**src/design/rvdec_pkg.sv**
```systemverilog
// ----------------------------------------------------------------------------
// rvdec_pkg
// Shared codes and types for the RV32IM instruction decoder.
// ----------------------------------------------------------------------------
package rvdec_pkg;

	localparam int unsigned XLEN = 32;

	// status codes
	localparam logic [1:0] STAT_OK     = 2'd0;
	localparam logic [1:0] STAT_UNK_FN = 2'd1;
	localparam logic [1:0] STAT_BAD_OP = 2'd2;

	// major opcodes
	localparam logic [6:0] OP_REG    = 7'b0110011;
	localparam logic [6:0] OP_SYSTEM = 7'b1110011;
	localparam logic [6:0] OP_LOAD   = 7'b0000011;
	localparam logic [6:0] OP_STORE  = 7'b0100011;
	localparam logic [6:0] OP_BRANCH = 7'b1100011;
	localparam logic [6:0] OP_LUI    = 7'b0110111;
	localparam logic [6:0] OP_AUIPC  = 7'b0010111;
	localparam logic [6:0] OP_IMM    = 7'b0010011;
	localparam logic [6:0] OP_JAL    = 7'b1101111;
	localparam logic [6:0] OP_JALR   = 7'b1100111;
	localparam logic [6:0] OP_FENCE  = 7'b0001111;

	// funct7 values
	localparam logic [6:0] F7_BASE = 7'b0000000;
	localparam logic [6:0] F7_ALT  = 7'b0100000;
	localparam logic [6:0] F7_MULDIV = 7'b0000001;

	// exact system encodings
	localparam logic [31:0] WORD_ECALL  = 32'h0000_0073;
	localparam logic [31:0] WORD_EBREAK = 32'h0010_0073;

	// mnemonic codes; ranges are indexed by funct3
	localparam logic [5:0] MN_NONE    = 6'd0;
	localparam logic [5:0] MN_ECALL   = 6'd1;
	localparam logic [5:0] MN_EBREAK  = 6'd2;
	localparam logic [5:0] MN_ADD     = 6'd3;
	localparam logic [5:0] MN_SUB     = 6'd11;
	localparam logic [5:0] MN_SRA     = 6'd12;
	localparam logic [5:0] MN_MUL     = 6'd13;
	localparam logic [5:0] MN_CSRRW   = 6'd21;
	localparam logic [5:0] MN_CSRRWI  = 6'd24;
	localparam logic [5:0] MN_LB      = 6'd27;
	localparam logic [5:0] MN_LBU     = 6'd30;
	localparam logic [5:0] MN_LHU     = 6'd31;
	localparam logic [5:0] MN_SB      = 6'd32;
	localparam logic [5:0] MN_BEQ     = 6'd35;
	localparam logic [5:0] MN_BLT     = 6'd37;
	localparam logic [5:0] MN_LUI     = 6'd41;
	localparam logic [5:0] MN_AUIPC   = 6'd42;
	localparam logic [5:0] MN_ADDI    = 6'd43;
	localparam logic [5:0] MN_SLLI    = 6'd44;
	localparam logic [5:0] MN_SLTI    = 6'd45;
	localparam logic [5:0] MN_SLTIU   = 6'd46;
	localparam logic [5:0] MN_XORI    = 6'd47;
	localparam logic [5:0] MN_SRLI    = 6'd48;
	localparam logic [5:0] MN_SRAI    = 6'd49;
	localparam logic [5:0] MN_ORI     = 6'd50;
	localparam logic [5:0] MN_ANDI    = 6'd51;
	localparam logic [5:0] MN_JAL     = 6'd52;
	localparam logic [5:0] MN_JALR    = 6'd53;
	localparam logic [5:0] MN_FENCE   = 6'd54;
	localparam logic [5:0] MN_FENCE_I = 6'd55;

	typedef struct packed {
		logic [1:0]         status;
		logic [5:0]         mnemonic;
		logic [4:0]         dest_reg;
		logic [4:0]         src1_reg;
		logic [4:0]         src2_reg;
		logic [11:0]        csr_number;
		logic signed [31:0] immediate;
		logic [31:0]        target_address;
	} dec_res_t;

endpackage

```
**src/design/rvdec_in_if.sv**
```systemverilog
// ----------------------------------------------------------------------------
// rvdec_in_if
// Instruction channel: valid/ready handshake with word and address.
// ----------------------------------------------------------------------------
interface rvdec_in_if;
	logic        valid;
	logic        ready;
	logic [31:0] instruction_word;
	logic [31:0] instruction_address;

	modport source (output valid, output instruction_word, output instruction_address,
		input ready);
	modport sink (input valid, input instruction_word, input instruction_address,
		output ready);
endinterface

```
**src/design/rvdec_out_if.sv**
```systemverilog
// ----------------------------------------------------------------------------
// rvdec_out_if
// Decode result channel: valid/ready handshake with decoded fields.
// ----------------------------------------------------------------------------
interface rvdec_out_if;
	logic               valid;
	logic               ready;
	logic [1:0]         status;
	logic [5:0]         mnemonic;
	logic [4:0]         dest_reg;
	logic [4:0]         src1_reg;
	logic [4:0]         src2_reg;
	logic [11:0]        csr_number;
	logic signed [31:0] immediate;
	logic [31:0]        target_address;

	modport source (output valid, output status, output mnemonic, output dest_reg,
		output src1_reg, output src2_reg, output csr_number, output immediate,
		output target_address, input ready);
	modport sink (input valid, input status, input mnemonic, input dest_reg,
		input src1_reg, input src2_reg, input csr_number, input immediate,
		input target_address, output ready);
endinterface

```
**src/design/rv32im_instruction_decoder_unit.sv**
```systemverilog
// ----------------------------------------------------------------------------
// rv32im_instruction_decoder_unit
// RV32IM instruction decoder with registered input and result stages.
// ----------------------------------------------------------------------------
// Takes one instruction word and address per transaction and returns one
// result per transaction, in order. Throughput is one instruction per clock
// while the output channel is ready; a result passes from the input register
// through the combinational decode into the result register before it is
// presented on the output channel. Each stage accepts new data whenever it
// is empty or its contents move on in the same cycle, so a stalled output
// still lets one further instruction enter the input stage.
module rv32im_instruction_decoder_unit (
	input  logic        clk,
	input  logic        arst_n,
	rvdec_in_if.sink    instr,
	rvdec_out_if.source result
);

	logic                valid_s1;
	logic [31:0]         word_s1;
	logic [31:0]         addr_s1;
	logic                valid_s2;
	rvdec_pkg::dec_res_t res_s2;
	rvdec_pkg::dec_res_t dec_res;
	logic                adv_s2;
	logic                adv_s1;

	assign adv_s2      = !valid_s2 || result.ready;
	assign adv_s1      = !valid_s1 || adv_s2;
	assign instr.ready = adv_s1;

	rvdec_core u_core (
		.word (word_s1),
		.addr (addr_s1),
		.res  (dec_res)
	);

	always_ff @(posedge clk or negedge arst_n) begin
		if (!arst_n) begin
			valid_s1 <= 1'b0;
			valid_s2 <= 1'b0;
		end else begin
			if (adv_s1)
				valid_s1 <= instr.valid;
			if (adv_s2)
				valid_s2 <= valid_s1;
		end
	end

	always_ff @(posedge clk) begin
		if (adv_s1 && instr.valid) begin
			word_s1 <= instr.instruction_word;
			addr_s1 <= instr.instruction_address;
		end
		if (adv_s2 && valid_s1)
			res_s2 <= dec_res;
	end

	assign result.valid          = valid_s2;
	assign result.status         = res_s2.status;
	assign result.mnemonic       = res_s2.mnemonic;
	assign result.dest_reg       = res_s2.dest_reg;
	assign result.src1_reg       = res_s2.src1_reg;
	assign result.src2_reg       = res_s2.src2_reg;
	assign result.csr_number     = res_s2.csr_number;
	assign result.immediate      = res_s2.immediate;
	assign result.target_address = res_s2.target_address;

endmodule

```
**src/design/rvdec_core.sv**
```systemverilog
// ----------------------------------------------------------------------------
// rvdec_core
// Combinational decode of one instruction word: class, fields, immediate
// and branch/jal target.
// ----------------------------------------------------------------------------
module rvdec_core (
	input  logic [31:0]          word,
	input  logic [31:0]          addr,
	output rvdec_pkg::dec_res_t  res
);

	logic [6:0]  op;
	logic [2:0]  f3;
	logic [6:0]  f7;
	logic [4:0]  rd;
	logic [4:0]  rs1;
	logic [4:0]  rs2;
	logic [31:0] imm_i;
	logic [31:0] imm_s;
	logic [31:0] imm_b;
	logic [31:0] imm_j;
	logic [31:0] imm_u;
	logic [5:0]  f3_ext;

	logic [1:0]  st;
	logic [5:0]  mn;
	logic [11:0] csr;
	logic [31:0] imm;
	logic        has_tgt;

	assign op     = word[6:0];
	assign f3     = word[14:12];
	assign f7     = word[31:25];
	assign rd     = word[11:7];
	assign rs1    = word[19:15];
	assign rs2    = word[24:20];
	assign f3_ext = {3'b000, f3};

	assign imm_i = {{20{word[31]}}, word[31:20]};
	assign imm_s = {{20{word[31]}}, word[31:25], word[11:7]};
	assign imm_b = {{20{word[31]}}, word[7], word[30:25], word[11:8], 1'b0};
	assign imm_j = {{12{word[31]}}, word[19:12], word[20], word[30:21], 1'b0};
	assign imm_u = {word[31:12], 12'h000};

	always_comb begin
		st      = rvdec_pkg::STAT_OK;
		mn      = rvdec_pkg::MN_NONE;
		csr     = 12'h000;
		imm     = 32'h0000_0000;
		has_tgt = 1'b0;

		unique case (op)
			rvdec_pkg::OP_REG: begin
				if (f7 == rvdec_pkg::F7_BASE)
					mn = rvdec_pkg::MN_ADD + f3_ext;
				else if (f7 == rvdec_pkg::F7_ALT && f3 == 3'd0)
					mn = rvdec_pkg::MN_SUB;
				else if (f7 == rvdec_pkg::F7_ALT && f3 == 3'd5)
					mn = rvdec_pkg::MN_SRA;
				else if (f7 == rvdec_pkg::F7_MULDIV)
					mn = rvdec_pkg::MN_MUL + f3_ext;
			end
			rvdec_pkg::OP_SYSTEM: begin
				if (word == rvdec_pkg::WORD_ECALL)
					mn = rvdec_pkg::MN_ECALL;
				else if (word == rvdec_pkg::WORD_EBREAK)
					mn = rvdec_pkg::MN_EBREAK;
				else if (f3[1:0] != 2'b00) begin
					csr = word[31:20];
					if (f3[2]) begin
						mn  = rvdec_pkg::MN_CSRRWI + {4'b0000, f3[1:0]} - 6'd1;
						imm = {27'd0, rs1};
					end else begin
						mn = rvdec_pkg::MN_CSRRW + {4'b0000, f3[1:0]} - 6'd1;
					end
				end
			end
			rvdec_pkg::OP_LOAD: begin
				if (f3 <= 3'd2)
					mn = rvdec_pkg::MN_LB + f3_ext;
				else if (f3 == 3'd4)
					mn = rvdec_pkg::MN_LBU;
				else if (f3 == 3'd5)
					mn = rvdec_pkg::MN_LHU;
				imm = imm_i;
			end
			rvdec_pkg::OP_STORE: begin
				if (f3 <= 3'd2)
					mn = rvdec_pkg::MN_SB + f3_ext;
				imm = imm_s;
			end
			rvdec_pkg::OP_BRANCH: begin
				if (f3 <= 3'd1)
					mn = rvdec_pkg::MN_BEQ + f3_ext;
				else if (f3[2])
					mn = rvdec_pkg::MN_BLT + {4'b0000, f3[1:0]};
				imm     = imm_b;
				has_tgt = 1'b1;
			end
			rvdec_pkg::OP_LUI: begin
				mn  = rvdec_pkg::MN_LUI;
				imm = imm_u;
			end
			rvdec_pkg::OP_AUIPC: begin
				mn  = rvdec_pkg::MN_AUIPC;
				imm = imm_u;
			end
			rvdec_pkg::OP_IMM: begin
				imm = imm_i;
				unique case (f3)
					3'd0: mn = rvdec_pkg::MN_ADDI;
					3'd1: begin
						if (f7 == rvdec_pkg::F7_BASE)
							mn = rvdec_pkg::MN_SLLI;
						imm = {27'd0, rs2};
					end
					3'd2: mn = rvdec_pkg::MN_SLTI;
					3'd3: mn = rvdec_pkg::MN_SLTIU;
					3'd4: mn = rvdec_pkg::MN_XORI;
					3'd5: begin
						if (f7 == rvdec_pkg::F7_BASE)
							mn = rvdec_pkg::MN_SRLI;
						else if (f7 == rvdec_pkg::F7_ALT)
							mn = rvdec_pkg::MN_SRAI;
						imm = {27'd0, rs2};
					end
					3'd6: mn = rvdec_pkg::MN_ORI;
					default: mn = rvdec_pkg::MN_ANDI;
				endcase
			end
			rvdec_pkg::OP_JAL: begin
				mn      = rvdec_pkg::MN_JAL;
				imm     = imm_j;
				has_tgt = 1'b1;
			end
			rvdec_pkg::OP_JALR: begin
				if (f3 == 3'd0)
					mn = rvdec_pkg::MN_JALR;
				imm = imm_i;
			end
			rvdec_pkg::OP_FENCE: begin
				if (f3 == 3'd0)
					mn = rvdec_pkg::MN_FENCE;
				else if (f3 == 3'd1)
					mn = rvdec_pkg::MN_FENCE_I;
			end
			default: st = rvdec_pkg::STAT_BAD_OP;
		endcase

		if (st == rvdec_pkg::STAT_OK && mn == rvdec_pkg::MN_NONE)
			st = rvdec_pkg::STAT_UNK_FN;
		if (st != rvdec_pkg::STAT_OK) begin
			mn      = rvdec_pkg::MN_NONE;
			csr     = 12'h000;
			imm     = 32'h0000_0000;
			has_tgt = 1'b0;
		end
	end

	always_comb begin
		res.status         = st;
		res.mnemonic       = mn;
		res.dest_reg       = rd;
		res.src1_reg       = rs1;
		res.src2_reg       = rs2;
		res.csr_number     = csr;
		res.immediate      = imm;
		res.target_address = has_tgt ? addr + imm : 32'h0000_0000;
	end

endmodule
```
**src/flat_wrapper.sv**
```systemverilog
// flat-port wrapper written by rule: the top's interface ports become plain ports
module rv32im_instruction_decoder_unit_flat 
  (clk, arst_n, instr_valid, instr_instruction_word, instr_instruction_address, instr_ready, result_valid, result_status, result_mnemonic, result_dest_reg, result_src1_reg, result_src2_reg, result_csr_number, result_immediate, result_target_address, result_ready);
  rvdec_in_if instr_i ();
  rvdec_out_if result_i ();
  input  logic clk;
  input  logic arst_n;
  input wire logic [$bits(instr_i.valid)-1:0] instr_valid;
  input wire logic [$bits(instr_i.instruction_word)-1:0] instr_instruction_word;
  input wire logic [$bits(instr_i.instruction_address)-1:0] instr_instruction_address;
  output wire logic [$bits(instr_i.ready)-1:0] instr_ready;
  output wire logic [$bits(result_i.valid)-1:0] result_valid;
  output wire logic [$bits(result_i.status)-1:0] result_status;
  output wire logic [$bits(result_i.mnemonic)-1:0] result_mnemonic;
  output wire logic [$bits(result_i.dest_reg)-1:0] result_dest_reg;
  output wire logic [$bits(result_i.src1_reg)-1:0] result_src1_reg;
  output wire logic [$bits(result_i.src2_reg)-1:0] result_src2_reg;
  output wire logic [$bits(result_i.csr_number)-1:0] result_csr_number;
  output wire logic [$bits(result_i.immediate)-1:0] result_immediate;
  output wire logic [$bits(result_i.target_address)-1:0] result_target_address;
  input wire logic [$bits(result_i.ready)-1:0] result_ready;
  assign instr_i.valid = instr_valid;
  assign instr_i.instruction_word = instr_instruction_word;
  assign instr_i.instruction_address = instr_instruction_address;
  assign instr_ready = instr_i.ready;
  assign result_valid = result_i.valid;
  assign result_status = result_i.status;
  assign result_mnemonic = result_i.mnemonic;
  assign result_dest_reg = result_i.dest_reg;
  assign result_src1_reg = result_i.src1_reg;
  assign result_src2_reg = result_i.src2_reg;
  assign result_csr_number = result_i.csr_number;
  assign result_immediate = result_i.immediate;
  assign result_target_address = result_i.target_address;
  assign result_i.ready = result_ready;
  rv32im_instruction_decoder_unit u_core (.clk(clk), .arst_n(arst_n), .instr(instr_i), .result(result_i));
endmodule
```
**config.mk**
```make
export PLATFORM = sky130hd
export DESIGN_NAME = rv32im_instruction_decoder_unit_flat
export DESIGN_NICKNAME = d
export VERILOG_FILES = /design/src/design/rvdec_pkg.sv /design/src/design/rvdec_in_if.sv /design/src/design/rvdec_out_if.sv /design/src/design/rv32im_instruction_decoder_unit.sv /design/src/design/rvdec_core.sv /design/src/flat_wrapper.sv
export SDC_FILE = /design/constraint.sdc
export NUM_CORES = 1
export LEC_CHECK = 0
export BUFFER_PORTS_ARGS = -buffer_cell sky130_fd_sc_hd__buf_4
export CAP_MARGIN = 25
export CORE_MARGIN = 4
export CORE_UTILIZATION = 35
export CTS_CLUSTER_SIZE = 30
export DETAILED_ROUTE_END_ITERATION = 16
export HOLD_SLACK_MARGIN = 0.02
export SETUP_SLACK_MARGIN = 0.5
export SLEW_MARGIN = 20
export SYNTH_ARGS = -nofsm -noshare
export SYNTH_HDL_FRONTEND = slang
export SYNTH_SLANG_ARGS = --single-unit
```
**constraint.sdc**
```tcl
create_clock -name clk -period 6.5 [get_ports clk]
set_clock_uncertainty 0.05 [all_clocks]
set_input_delay 0.975 -clock clk [delete_from_list [all_inputs] [get_ports clk]]
set_output_delay 0.975 -clock clk [all_outputs]
set_load 0.02 [all_outputs]
```
==> metrics, run 1 <==
status=completed; synthesized instance count=just under 700; standard-cell row count=56; clock period minus worst slack=about 5700 ps; Fin. Hold Viols=0; area of the core=between 20000 and 25000 sq um; final wirelength=between 20 and 25 mm; estimated wirelength of the detail-placed design=18.3 mm; smallest setup slack after layout=just under 800 ps; yosys warns=0; ordered cell list for the critical path=inv_2 > ha_2 > buf_6 > nor4b_4 > nand4_1 > or2_4 > and3_1 > or4_4 > or4_4 > nand4_4 > buf_12 > a21oi_1 > ha_1 > o21ai_0 > o21bai_1 > and4_1 > or2_2 > a311o_1 > a221oi_2 > a21oi_1 > xnor2_1 > nor2_1; CTS Buf Count=17; first-pass iteration count of the detailed router=5; max incr delay on CP=around 490 ps; sequential element share of the synthesized area=0.593; XOR/XNOR share of the synthesized area=0.0263; share of the clock period used by the worst path=0.878; average cell area after synthesis=between 10 and 15 sq um; First DRT Iteration DRCs=382; Critical Path Source Type=flip-flop; number of enable flip-flop cells after synthesis=163; fraction of final layout cells sized beyond drive strength 1=0.291; number of unique standard cell types used by synthesis=76; fillers=around 2.1k; number of vias in the routed layout=around 6.3k; Hold WC Path Type=in -> async; Die Footprint=about 26000 sq um; post-synth design cell area=8340 sq um; share of synthesized flip-flops with an asynchronous set or reset=0.0121; RePlAce Congestion=~0.96; synthesized-area fraction occupied by adder cells=0.0654; area delta synth->final=29.9%; number of buffers added to fix hold violations after cts=0; worst slew slack as a fraction of its limit=0.410; Synth Area in Simple Gates=0.146; flop2flop setup slack=800 ps; proportion of synthesized area in mux cells=0.00255; Post-Syn Nets=803; clock transition at the registers of the reported paths=70 ps; f_max=about 0.18 GHz; floorplan die width=between 150 and 200 um; number of routed nets with antenna violations=0; Crit. End Element=flip-flop; wire length per cell after detailed routing=between 20 and 25 um; number of pins with negative max-slew slack in the final report=0; R2R Path Start=u_core.word_s1[13]; slew at the pin with the worst max-slew slack=just under 900 ps; number of ports placed on the die boundary=169; number of global-route vias before repair=~6.3k; max-cap viol count=0; clock root buffer master=sky130_fd_sc_hd__clkbuf_16; Die Ht=around 160 um; overflow left after global routing=0; Main synth FF type=sky130_fd_sc_hd__edfxtp_1; post-layout total power=between 2 and 3 mW; Layout Nets=just under 1k; antenna diode count=0; IR drop worst, VDD=~130 uV; unrepaired setup endpoints after global routing=yes; areal power density over the cells=~250 nW/um^2; required time worst endpoint=between 6000 and 7000 ps; clock tree from TritonCTS=yes; global-route usage over all layers=0.183; clock tree buffer depth=2; worst slack on hold paths=roughly 260 ps; standby leakage power=4.27 nW; arrival time at the worst endpoint=just under 6000 ps; Reg-to-Reg End=u_core.result.target_address[21]; number of remaining DRC errors=0; post-placement worst setup slack=~440 ps; top fanout value on the critical path=24; number of port buffers=between 150 and 200; Starting Density=0.355; pin count of the biggest net entering global routing=65; Register-to-Register Path Depth=22; critical path's slowest cell=sky130_fd_sc_hd__or4_4; average via count per standard cell=5.23; number of antenna violations at the first check in global routing=0; Synth Register Bits=165; Clock Latency Late Sink=between 400 and 500 ps; WS Path Type=reg -> reg; clock sink total=approximately 170; dominant combinational cell family by area after synthesis=simple AND/OR/NAND/NOR gates; endpoints failing setup=0; Total Negative Setup Slacks=0 ps; post-synthesis compound-gate area fraction=0.140; number of H-tree levels=4; global-route wire length before repair=36.6 mm
[worst max-delay path by stage]
stage	startpoint	end	slack (ps)	depth (start not counted)
2_1_floorplan	u_core.word_s1[12]	u_core.result.target_address[28]	540	25
3_3_place_gp	u_core.word_s1[12]	u_core.result.target_address[21]	460	22
3_5_place_dp	u_core.word_s1[12]	u_core.result.target_address[21]	440	22
4_1_cts	u_core.word_s1[12]	u_core.result.target_address[26]	510	25
5_1_grt	u_core.word_s1[13]	u_core.result.target_address[28]	470	25
6_report	u_core.word_s1[13]	u_core.result.target_address[21]	800	22
[power by group]
group          leakage (nW)  total (mW)  switching (mW)  internal, mW
registers              1.63        1.29          0.0456          1.25
logic                  2.34       0.312           0.187         0.125
clock network         0.305        1.10           0.417         0.684
[cell families (layout without fill, tap and decap cells)]
logic type      Yosys count  after routing
simple gates            227            227
flops                   165            165
xor+xnor                 25             25
mux                       2              2
fa+ha+maj                43             43
compound gates          177            177
buf+inv                  53            255
[metal layers]
metal / global-route usage / share of wire / wire length (um) / vias to the layer above
li1: - / - / - / 3028
met1: 0.252 / 0.46 / 11200 / 3016
met2: 0.280 / 0.45 / 11000 / 269
met3: 0.0579 / 0.080 / 1970 / 30
met4: 0.0546 / 0.017 / 413 / 0
met5: 0 / 0 / 0 / -
[cell type report]
| class | count | area (sq um) | area share |
|---|---|---|---|
| clock buffers | 20 | 437 | 0.0403 |
| clock inverters | 12 | 200 | 0.0185 |
| inverters | 20 | 75.1 | 0.00693 |
| multi-input cells | 474 | 3230 | 0.298 |
| flip-flops and latches | 165 | 4940 | 0.457 |
| well taps | 319 | 399 | 0.0369 |
| repair buffers | 203 | 1550 | 0.143 |
[per-stage QoR]
| step | utilization | instance area [sq um] | std cells |
|---|---|---|---|
| 2_1_floorplan | - | 8340 | 692 |
| 3_3_place_gp | 0.429 | 10100 | 1175 |
| 3_5_place_dp | 0.430 | 10100 | 1176 |
| 4_1_cts | 0.458 | 10700 | 1208 |
| 5_1_grt | 0.461 | 10800 | 1213 |
| 6_report | 0.461 | 10800 | 1213 |
[repair_timing]
action | 4_1_cts | 5_1_grt
gates cloned | 0 | 0
setup endpoints to repair | 1 | 16
gates resized for setup | 1 | 13
setup buffers | 0 | 5
pin swaps | 0 | 6
[critical path, delay by kind of cell, from the launching register on]
family | cells | cell delay, ps
compound gates | 6 | 1260
xor+xnor | 1 | 150
fa+ha+maj | 2 | 560
buf+inv | 3 | 400
flops | 1 | 400
simple gates | 10 | 2630
[cells in the mapped netlist (7+ instances only)]
cell                       instances  area [sq um]
sky130_fd_sc_hd__nor2_1           51           191
sky130_fd_sc_hd__nand4_1           9          56.3
sky130_fd_sc_hd__nand3_1          21           105
sky130_fd_sc_hd__clkbuf_1         18          67.6
sky130_fd_sc_hd__a31oi_1          10          62.6
sky130_fd_sc_hd__a21o_1           12          90.1
sky130_fd_sc_hd__nand2b_1          9          56.3
sky130_fd_sc_hd__xnor2_1          13           114
sky130_fd_sc_hd__ha_1             42           526
sky130_fd_sc_hd__nor4_1            7          43.8
sky130_fd_sc_hd__and3_1           11          68.8
sky130_fd_sc_hd__o21ai_0          24           120
sky130_fd_sc_hd__buf_2            14          70.1
sky130_fd_sc_hd__a211oi_1          8          60.1
sky130_fd_sc_hd__inv_1            19          71.3
sky130_fd_sc_hd__edfxtp_1        163          4890
sky130_fd_sc_hd__a21oi_1          58           290
sky130_fd_sc_hd__nor3_1           12          60.1
sky130_fd_sc_hd__and2_1           22           138
sky130_fd_sc_hd__xor2_1           12           105
sky130_fd_sc_hd__nand2_1          48           180
[cell usage in the layout, fill, tap and decap left out, types with 4 or more instances in the layout]
cell type                   instances
sky130_fd_sc_hd__a211oi_1           7
sky130_fd_sc_hd__a31oi_1            9
sky130_fd_sc_hd__nand2b_1           9
sky130_fd_sc_hd__a21o_1            12
sky130_fd_sc_hd__edfxtp_1         163
sky130_fd_sc_hd__xnor2_1           13
sky130_fd_sc_hd__o211ai_1           5
sky130_fd_sc_hd__nor2_1            51
sky130_fd_sc_hd__nand2_1           48
sky130_fd_sc_hd__and2_1            20
sky130_fd_sc_hd__a32oi_1            5
sky130_fd_sc_hd__nand4_1            9
sky130_fd_sc_hd__nor2b_1            5
sky130_fd_sc_hd__nor4_1             7
sky130_fd_sc_hd__nand3b_1           5
sky130_fd_sc_hd__inv_1             17
sky130_fd_sc_hd__xor2_1            12
sky130_fd_sc_hd__clkbuf_16         17
sky130_fd_sc_hd__nand3_1           21
sky130_fd_sc_hd__o21a_1             4
sky130_fd_sc_hd__o21bai_1           5
sky130_fd_sc_hd__ha_1              40
sky130_fd_sc_hd__bufinv_16          5
sky130_fd_sc_hd__o31ai_1            4
sky130_fd_sc_hd__and3_1            11
sky130_fd_sc_hd__o21ai_0           24
sky130_fd_sc_hd__nor3_1            12
sky130_fd_sc_hd__buf_4            200
sky130_fd_sc_hd__nor3b_1            4
sky130_fd_sc_hd__a21oi_1           57
(Power assumes the default switching activity.)
==> run 2: changes to the inputs <==
--- a/config.mk
+++ b/config.mk
@@ -8,10 +8,11 @@
 export BUFFER_PORTS_ARGS = -buffer_cell sky130_fd_sc_hd__buf_4
 export CAP_MARGIN = 25
 export CORE_MARGIN = 4
-export CORE_UTILIZATION = 35
+export CORE_UTILIZATION = 55
 export CTS_CLUSTER_SIZE = 30
 export DETAILED_ROUTE_END_ITERATION = 16
 export HOLD_SLACK_MARGIN = 0.02
+export PLACE_DENSITY = 0.8
 export SETUP_SLACK_MARGIN = 0.5
 export SLEW_MARGIN = 20
 export SYNTH_ARGS = -nofsm -noshare
==> run 2 against run 1 <==
Sequential power about the same. Via count grew 7.5%. Core utilization is 25 points higher. Clock-buffer cell count is 2 lower. Total power fell by 3.8%. Cell area shrank 3.0%. Cell count decreased by 12%. Global-route usage up 9.7 points. Worst hold slack improved by 14 ps. Clock power fell by 9%. Non-clock buffer count decreased by 16. Combinational power is essentially flat. Critical endpoint is now u_core.result.target_address[19]. Largest power group unchanged.
==> metrics, run 2 (same netlist as run 1, synthesis figures left out) <==
top fanout value on the critical path=22 (-8.3%); number of remaining DRC errors=0 (unchanged); Clock Latency Late Sink=430 ps (about the same); DP Cell Count=1029 (-13%); global-route wire length before repair=37.6 mm (+2.6%); most used cells in the layout excluding fill and tap cells=186 x sky130_fd_sc_hd__buf_4, 163 x sky130_fd_sc_hd__edfxtp_1, 56 x sky130_fd_sc_hd__a21oi_1; worst slew slack as a fraction of its limit=0.337 (-0.0729); Hold WC Path Type=in -> async; f_max=0.172 GHz (-1.6%); First DRT Iteration DRCs=894 (+130%); Crit. End Element=flip-flop; number of port buffers=168 (unchanged); status=completed; fraction of final layout cells sized beyond drive strength 1=0.286 (-0.00495); RePlAce Congestion=0.929 (-3.0%); clock period minus worst slack=5800 ps (+93.1 ps); share of the clock period used by the worst path=0.892 (+0.0143); commonest non-fill, non-tap cell in the layout=sky130_fd_sc_hd__buf_4; first-pass iteration count of the detailed router=5 (unchanged); R2R Path Start=u_core.word_s1[12]; Sequential Area=4940 sq um (unchanged); Starting Density=0.567 (+0.212); areal power density over the cells=248 nW/um^2 (-0.80%); area used by multi-input combinational logic=3270 sq um (+1.3%); unrepaired setup endpoints after global routing=no; number of ports placed on the die boundary=169 (unchanged); worst slack on hold paths=270 ps (+14.4 ps); area delta synth->final=26.0%; wire length per cell after detailed routing=23.2 um (+14%); overflow left after global routing=0 (unchanged); flop2flop setup slack=700 ps (-90 ps); Fin. Hold Viols=0 (unchanged); number of vias in the routed layout=6818 (+7.5%); slew at the pin with the worst max-slew slack=994 ps (+109 ps); Die Footprint=17200 sq um (-35%); Critical Path Source Type=flip-flop; number of routed nets with antenna violations=0 (unchanged); Total Negative Setup Slacks=0 ps (unchanged); IR drop worst, VDD=182 uV (+36%); Reg-to-Reg End=u_core.result.target_address[19]; final wirelength=24.6 mm (+0.22%); global-route usage over all layers=0.280 (+0.0968); number of buffers added to fix hold violations after cts=0 (unchanged); clock transition at the registers of the reported paths=70 ps (about the same); Layout Nets=976 (-1.6%); pin count of the biggest net entering global routing=79 (+22%); endpoints failing setup=0 (unchanged); max-cap viol count=0 (unchanged); clock sink total=165 (unchanged); area of the core=14700 sq um (-37%); arrival time at the worst endpoint=5900 ps (+50 ps); post-layout total power=2.60 mW (-3.8%); number of pins with negative max-slew slack in the final report=0 (unchanged); estimated wirelength of the detail-placed design=17.7 mm (-3.2%); WS Path Type=reg -> reg; fillers=994 (-54%); CTS Buf Count=17 (unchanged); standby leakage power=4.17 nW (-2.4%); Die Ht=131 um (-19%); Register-to-Register Path Depth=23 (+4.5%); standard-cell row count=44 (-21%); final cell count without fillers=1062 (-12%); required time worst endpoint=6610 ps (-30 ps); number of H-tree levels=4 (unchanged); antenna diode count=0 (unchanged); clock tree buffer depth=2 (unchanged); clock tree from TritonCTS=yes; clock root buffer master=sky130_fd_sc_hd__clkbuf_16; number of global-route vias before repair=6750 (+7.4%); floorplan die width=131 um (-19%); average via count per standard cell=6.42 (+23%); number of antenna violations at the first check in global routing=0 (unchanged)
## run 2: worst max-delay path: stages, from the launching register on
cell and delay (ps):
sky130_fd_sc_hd__edfxtp_1 400, sky130_fd_sc_hd__inv_2 120, sky130_fd_sc_hd__ha_1 180, sky130_fd_sc_hd__buf_4 170
sky130_fd_sc_hd__inv_1 90, sky130_fd_sc_hd__ha_1 300, sky130_fd_sc_hd__nor2_1 40, sky130_fd_sc_hd__o311ai_1 260
sky130_fd_sc_hd__nand2_1 90, sky130_fd_sc_hd__or4_4 550, sky130_fd_sc_hd__or4_4 450, sky130_fd_sc_hd__nand4_2 160
sky130_fd_sc_hd__buf_6 210, sky130_fd_sc_hd__a21oi_1 110, sky130_fd_sc_hd__ha_1 370, sky130_fd_sc_hd__o21ai_0 140
sky130_fd_sc_hd__o21bai_1 130, sky130_fd_sc_hd__and4_1 230, sky130_fd_sc_hd__or2_2 320, sky130_fd_sc_hd__a311o_1 420
sky130_fd_sc_hd__a221oi_2 320, sky130_fd_sc_hd__buf_4 160, sky130_fd_sc_hd__xor2_1 180, sky130_fd_sc_hd__nor2_1 60
## run 2: worst max-delay path by stage
stage / to / slack (ps) / startpoint
detailed placement: u_core.result.target_address[28] / 610 / u_core.word_s1[12]
CTS: u_core.result.target_address[28] / 570 / u_core.word_s1[12]
floorplan: u_core.result.target_address[28] / 540 / u_core.word_s1[12]
global placement: u_core.result.target_address[28] / 680 / u_core.word_s1[12]
global route: u_core.result.target_address[19] / 530 / u_core.word_s1[12]
finish: u_core.result.target_address[19] / 700 / u_core.word_s1[12]
## run 2: per-layer routing
metal / share of wire / track usage / vias up
li1: - / - / 3008
met1: 0.41 / 0.389 / 3278
met2: 0.45 / 0.427 / 470
met3: 0.11 / 0.0810 / 62
met4: 0.032 / 0.0992 / 0
met5: 0 / 0 / -
## run 2: per-stage QoR
step | util | cell area [sq um] | worst slack [ps]
2_1_floorplan | - | 8340 | 538
3_3_place_gp | 0.668 | 9820 | 677
3_5_place_dp | 0.668 | 9820 | 605
4_1_cts | 0.707 | 10400 | 574
5_1_grt | 0.715 | 10500 | 530
6_report | 0.715 | 10500 | 702
## run 2: repair_timing
action,in CTS,in global routing
setup endpoints to repair,0,9
setup buffers,0,1
gates resized for setup,0,18
## run 2: area by class of cell
| cell class | instances | share of cell area |
|---|---|---|
| clock buffers | 18 | 0.0409 |
| well taps | 184 | 0.0219 |
| repair buffers | 187 | 0.134 |
| flip-flops and latches | 165 | 0.471 |
| clock inverters | 14 | 0.0142 |
| inverters | 20 | 0.00715 |
| multi-input cells | 474 | 0.311 |
## run 2: where the power goes
part / switching (mW) / leakage (nW) / total, mW / internal, mW
combinational: 0.187 / 2.27 / 0.310 / 0.123
sequential: 0.0486 / 1.63 / 1.30 / 1.25
clock: 0.427 / 0.277 / 0.997 / 0.569
total: 0.663 / 4.17 / 2.60 / 1.94
